**config.mk**
```make
export PLATFORM = sky130hd
export DESIGN_NAME = rud_check
export DESIGN_NICKNAME = d
export VERILOG_FILES = /design/src/hw/rtl/rud_pkg.sv /design/src/hw/rtl/rud_check.sv
export SDC_FILE = /design/constraint.sdc
export NUM_CORES = 1
export LEC_CHECK = 0
export BUFFER_PORTS_ARGS = -buffer_cell sky130_fd_sc_hd__buf_2
export CORE_AREA = 3 3 108 110
export DETAILED_ROUTE_END_ITERATION = 6
export DIE_AREA = 0 0 111 113
export GPL_ROUTABILITY_DRIVEN = 0
export GPL_TIMING_DRIVEN = 0
export PLACE_DENSITY = 0.67
export SLEW_MARGIN = 0
export SYNTH_ARGS = -nofsm -noshare
export SYNTH_HDL_FRONTEND = slang
export SYNTH_SLANG_ARGS = --single-unit
```
**constraint.sdc**
```tcl
create_clock -name vclk -period 4
set_input_delay 0.2 -clock vclk [all_inputs]
set_output_delay 0.2 -clock vclk [all_outputs]
set_load 0.05 [all_outputs]
```
**src/hw/rtl/rud_pkg.sv**
```systemverilog
// Shared types and constants for the register use/def checker.
package rud_pkg;

  localparam int NUM_GP_REGS_DEF = 10;
  localparam int REG_IDX_W       = 4;
  localparam int PC_W            = 16;
  localparam int CNT_W           = 16;

  typedef enum logic [1:0] {
    ST_UNKNOWN = 2'd0,
    ST_WRITTEN = 2'd1,
    ST_READ    = 2'd2
  } reg_status_t;

  typedef struct packed {
    logic                 program_start;
    logic [PC_W-1:0]      pc;
    logic                 is_label;
    logic                 src1_used;
    logic [REG_IDX_W-1:0] src1_reg;
    logic                 src2_used;
    logic [REG_IDX_W-1:0] src2_reg;
    logic                 dst_used;
    logic [REG_IDX_W-1:0] dst_reg;
  } in_item_t;

  typedef struct packed {
    logic             src1_uninit;
    logic             src2_uninit;
    logic             dead_write;
    logic [PC_W-1:0]  overwritten_pc;
    logic [CNT_W-1:0] warning_total;
  } out_item_t;

endpackage

```
**src/hw/rtl/rud_check.sv**
```systemverilog
// Combinational use/def check of one instruction against the register table.
module rud_check #(
  parameter int NUM_GP_REGS = rud_pkg::NUM_GP_REGS_DEF
) (
  input  rud_pkg::in_item_t               item,
  input  rud_pkg::reg_status_t            status_i [NUM_GP_REGS],
  input  logic [rud_pkg::PC_W-1:0]        last_pos_i [NUM_GP_REGS],
  input  logic [rud_pkg::CNT_W-1:0]       cnt_i,
  output rud_pkg::reg_status_t            status_nxt [NUM_GP_REGS],
  output logic                            dst_hit,
  output rud_pkg::out_item_t              result
);

  localparam int IW = rud_pkg::REG_IDX_W + 1;

  rud_pkg::reg_status_t          base [NUM_GP_REGS];
  rud_pkg::reg_status_t          st1, st2, std;
  logic [rud_pkg::PC_W-1:0]      dst_pos;
  logic                          hit1, hit2;
  logic                          uninit1, uninit2, dead;
  logic [rud_pkg::CNT_W-1:0]     cnt_base;
  logic [1:0]                    inc;
  logic [rud_pkg::CNT_W:0]       sum;

  // start clears, then label marks everything read
  always_comb begin
    for (int i = 0; i < NUM_GP_REGS; i++) begin
      if (item.is_label) begin
        base[i] = rud_pkg::ST_READ;
      end else if (item.program_start) begin
        base[i] = rud_pkg::ST_UNKNOWN;
      end else begin
        base[i] = status_i[i];
      end
    end
  end

  assign hit1    = item.src1_used && ({1'b0, item.src1_reg} < IW'(NUM_GP_REGS));
  assign hit2    = item.src2_used && ({1'b0, item.src2_reg} < IW'(NUM_GP_REGS));
  assign dst_hit = item.dst_used  && ({1'b0, item.dst_reg}  < IW'(NUM_GP_REGS));

  // table lookups by equality, so out-of-range indices select nothing
  always_comb begin
    st1     = rud_pkg::ST_UNKNOWN;
    st2     = rud_pkg::ST_UNKNOWN;
    std     = rud_pkg::ST_UNKNOWN;
    dst_pos = '0;
    for (int i = 0; i < NUM_GP_REGS; i++) begin
      if ({1'b0, item.src1_reg} == IW'(i)) st1 = base[i];
      if ({1'b0, item.src2_reg} == IW'(i)) st2 = base[i];
      if ({1'b0, item.dst_reg} == IW'(i)) begin
        std     = base[i];
        dst_pos = last_pos_i[i];
      end
    end
  end

  // a source read earlier in the same item leaves the register read
  assign uninit1 = hit1 && (st1 == rud_pkg::ST_UNKNOWN);
  assign uninit2 = hit2 && !(hit1 && item.src2_reg == item.src1_reg) &&
                   (st2 == rud_pkg::ST_UNKNOWN);
  assign dead    = dst_hit && (std == rud_pkg::ST_WRITTEN) &&
                   !(hit1 && item.dst_reg == item.src1_reg) &&
                   !(hit2 && item.dst_reg == item.src2_reg);

  always_comb begin
    for (int i = 0; i < NUM_GP_REGS; i++) begin
      status_nxt[i] = base[i];
      if (hit1 && {1'b0, item.src1_reg} == IW'(i)) status_nxt[i] = rud_pkg::ST_READ;
      if (hit2 && {1'b0, item.src2_reg} == IW'(i)) status_nxt[i] = rud_pkg::ST_READ;
      if (dst_hit && {1'b0, item.dst_reg} == IW'(i)) status_nxt[i] = rud_pkg::ST_WRITTEN;
    end
  end

  // saturating warning total
  assign cnt_base = item.program_start ? '0 : cnt_i;
  assign inc      = 2'(uninit1) + 2'(uninit2) + 2'(dead);
  assign sum      = {1'b0, cnt_base} + (rud_pkg::CNT_W + 1)'(inc);

  always_comb begin
    result.src1_uninit    = uninit1;
    result.src2_uninit    = uninit2;
    result.dead_write     = dead;
    result.overwritten_pc = dead ? dst_pos : '0;
    result.warning_total  = sum[rud_pkg::CNT_W] ? '1 : sum[rud_pkg::CNT_W-1:0];
  end

endmodule

```
# Word level (Yosys, flattened, before mapping)
# Index checks and enable logic that the tools add are counted.
[totals]
in_bits = 229
output_inout_bits = 56
ff_bits = 0
[op_classes]
addsub = 3
eq_ne = 31
muxes = 93
n_reduce_logical = 50
magnitude_cmp = 3
[ops]
columns = ["op", "n"]
rows = [
  ["$mux 16", 13],
  ["$mux 2", 80],
  ["$eq 4x3->1 const B", 12],
  ["$logic_and 1x1->1", 42],
  ["$eq 4x2->1 const B", 6],
  ["$eq 4x4->1 const B", 6],
  ["$add 16x2->17", 1],
  ["$eq 4x1->1 const B", 3],
  ["$eq 4x4->1", 3],
  ["$logic_not 4->1", 3],
  ["$lt 4x4->1 const B", 3],
  ["$logic_not 2->1", 2],
  ["$logic_not 1->1", 3],
  ["$add 1x1->2", 1],
  ["$add 2x1->2", 1],
  ["$eq 2x1->1 const B", 1],
]

# Logic depth before layout (Yosys ltp)
[logic_depth]
ltp_word = 19
mapped_depth = 18

# Least setup slack after synthesis
# No wires, ideal clock.
[synth_path]
path_kind = "input to output"
from = "in item[5] (netlist name)"
to = "out result[12] (netlist name)"
path_slack_ns = -0.743
n_path_buf = 1
path_stages = 16
arrival_ns = 4.543
cell_sequence = "clkbuf_1 nor3_1 a2111oi_0 a21oi_1 a221oi_1 a21oi_1 o2111a_1 fa_1 ha_1 inv_1 fa_1 and3b_1 nand3_1 nor3_1 xnor2_1 o21ai_0"
[synth_lines]
columns = ["item", "line_no", "rtl"]
rows = [
  ["start, declared", "rud_check.sv:5", "input rud_pkg::in_item_t item,"],
  ["end, declared", "rud_check.sv:11", "output rud_pkg::out_item_t result"],
]

==> metrics.txt <==
run status=finished, final reports clean; clk_buf instances=0; final core occ=50.0%; syn_nets=776; sequential share of power=0%; Sequential Area=0 um^2; Syn Area/Cell=6.12 um^2; Max Fclk=0.252 GHz; pin count of the biggest net entering global routing=11; area delta synth->final=62.4%; Multi-input gate area=0.00321 mm^2; DIE HEIGHT=113 um; core region area=0.0108 mm^2; power per cell area=121 mW/mm^2; cts hold-fix bufs=0; number of max-slew violations in the final report=0; routed length per instance=19.9 um; row cnt=38; Detailed Route WL=19200 um; hold crit path type=in2out; largest family of logic cells by synthesized area=compound AO/OA/AOI/OAI gates; synthesized cell area=0.00332 mm^2; largest cells by area after synthesis=nand2_1, a21oi_1, a221oi_1; first-pass GRT wire length=28100 um; antenna viol nets, final=0; Logic pwr share=100.0%; Boundary Pins=285; fraction of layout cells with a size suffix above 1=44.6%; worst-path fanout max=5; Total GRT Usage=27.3%; Switching Share=59.9%; hpwl dp=15300 um; maximum vdd drop=0.000120 V; actual slew at the worst max-slew pin=656 ps; Switch Pwr=0.390 mW; crit start category=primary input; Mapped Cells=543; list of most frequent post-synthesis cells=nand2_1, nor2_1, a21oi_1, o21ai_0, clkbuf_1; Post-Synth Adder-Cell Area=1.96%; number of port buffers=260; Die Wd=111 um; most frequent cell after synthesis=nand2_1; Vias=5548; average vias per placed instance=5.77; final setup vio count=0; fin crit share=99.4%; Pre-antenna DRT Iters=5; Die Area=0.0125 mm^2; mux cell area share after synthesis=4.22%; Warnings, synthesis=0; Hold Path Origin=cnt_i[14]; fillers=1127; Hold Path Depth=3; CP required=3800 ps; share of the synthesized area in the top cell type=6.56%; Synth cell types=68; Slew Limit Headroom=56.1%; simple-gate area share of the yosys netlist=33.0%; Setup CP Type=in2out; Clk pwr share=0%; XOR/XNOR Fraction of Synth Area=5.80%; Starting Density=30.8%; initial antenna violation count=2; num sequential=0; Final #Nets=1055; compound-gate portion of the synthesized area=44.6%; Hold Vio Cnt, Final=0; Internal=0.261 mW; WP data arrival=3780 ps; 1st-iter DRT viols=490; number of max-cap violations=0; fin crit period=3980 ps; setup TNS=0 ps; dominant cell type by area after synthesis=nand2_1; vias in the first global route=5161; Hold Path End=result[14]; total congestion overflow=0; leakage=2.52 nW; RSZ-0062 raised after global routing=yes; register area share after synthesis=0%; crit end category=primary output; # DRC=0
[cell families after synthesis]
family                   after synthesis
AND/OR/NAND/NOR                      218
AO/OA/AOI/OAI                        212
buffers and inverters                 73
XOR/XNOR                              22
multiplexers                          14
adder cells (fa/ha/maj)                4
[layout make-up]
| class | instances | share of cell area (%) |
|---|---|---|
| Multi-Input combinational cell | 470 | 59.5 |
| Buffer | 56 | 6.29 |
| Antenna cell | 2 | 0.0928 |
| Tap cell | 140 | 3.25 |
| Timing Repair Buffer | 278 | 29.7 |
| Inverter | 16 | 1.11 |
[worst max-delay path by stage]
stage / start / to / slack [ps] / cells after the start
final: status_i[17] / result[12] / 20 / 18
after floorplan: item[5] / result[3] / -90 / 16
after global placement: item[32] / result[9] / -830 / 16
after detailed placement: item[32] / result[9] / -850 / 16
after global routing: item[5] / result[12] / -140 / 18
after CTS: item[32] / result[10] / 4 / 18
[cell usage in the layout (no fill, tap or decap), types with 9 or more instances in the layout]
| cell type | instances |
|---|---|
| a221oi_1 | 23 |
| nand3_1 | 9 |
| a21oi_1 | 41 |
| buf_8 | 11 |
| clkbuf_1 | 23 |
| a21o_1 | 9 |
| nand2_1 | 54 |
| buf_2 | 255 |
| nor3_1 | 24 |
| and2_1 | 11 |
| buf_4 | 20 |
| nor2b_1 | 10 |
| nor2_1 | 50 |
| o21ai_0 | 23 |
| mux2i_1 | 14 |
| o22ai_1 | 27 |
| xor2_1 | 9 |
| xnor2_1 | 11 |
| inv_1 | 13 |
| a211oi_1 | 10 |
| buf_6 | 17 |
[power groups by stage]
stage          combinational (mW)     clock, mW  sequential, mW
3_5_place_dp                0.591             0               0
2_1_floorplan               0.372             0               0
4_1_cts                     0.614             0               0
3_3_place_gp                0.590             0               0
5_1_grt                     0.695  0.0000000670               0
6_report                    0.650  0.0000000671               0
[critical path, stage by stage]
cell,delay [ps]
buf_8,80
nor2_4,40
a2111oi_4,340
a21oi_1,70
a221oi_1,290
a21oi_1,80
o2111a_2,300
fa_1,550
ha_2,190
inv_2,40
fa_2,360
and3b_2,290
nand3_4,100
buf_6,160
nor3_4,220
xnor2_2,120
o21ai_4,160
buf_6,170
[per-layer routing]
layer,part of all wire (%),wire (um),GRT usage (%)
met5,0,0,0
met2,50,9660,50.0
met3,8.7,1660,4.87
met4,2.9,563,7.31
met1,38,7290,33.0
[metrics by stage]
stage / total power [mW] / instance area [um^2] / std cells / hold slack, ps / setup WS [ps]
global route: 0.695 / 5390 / 962 / 820 / -144
CTS: 0.614 / 5130 / 950 / 808 / 3.70
global placement: 0.590 / 4920 / 943 / 806 / -829
floorplan: 0.372 / 3440 / 543 / 659 / -90.2
finish: 0.650 / 5390 / 962 / 807 / 24.6
detailed placement: 0.591 / 4920 / 943 / 807 / -854
[what timing repair did]
item	in CTS	in global routing
endpoints found under the hold margin	0	0
setup buffers	6	11
pin swaps	6	14
cloned	1	0
endpoints found under the setup margin	16	16
resized for setup	43	58
(Power assumes the default switching activity.)
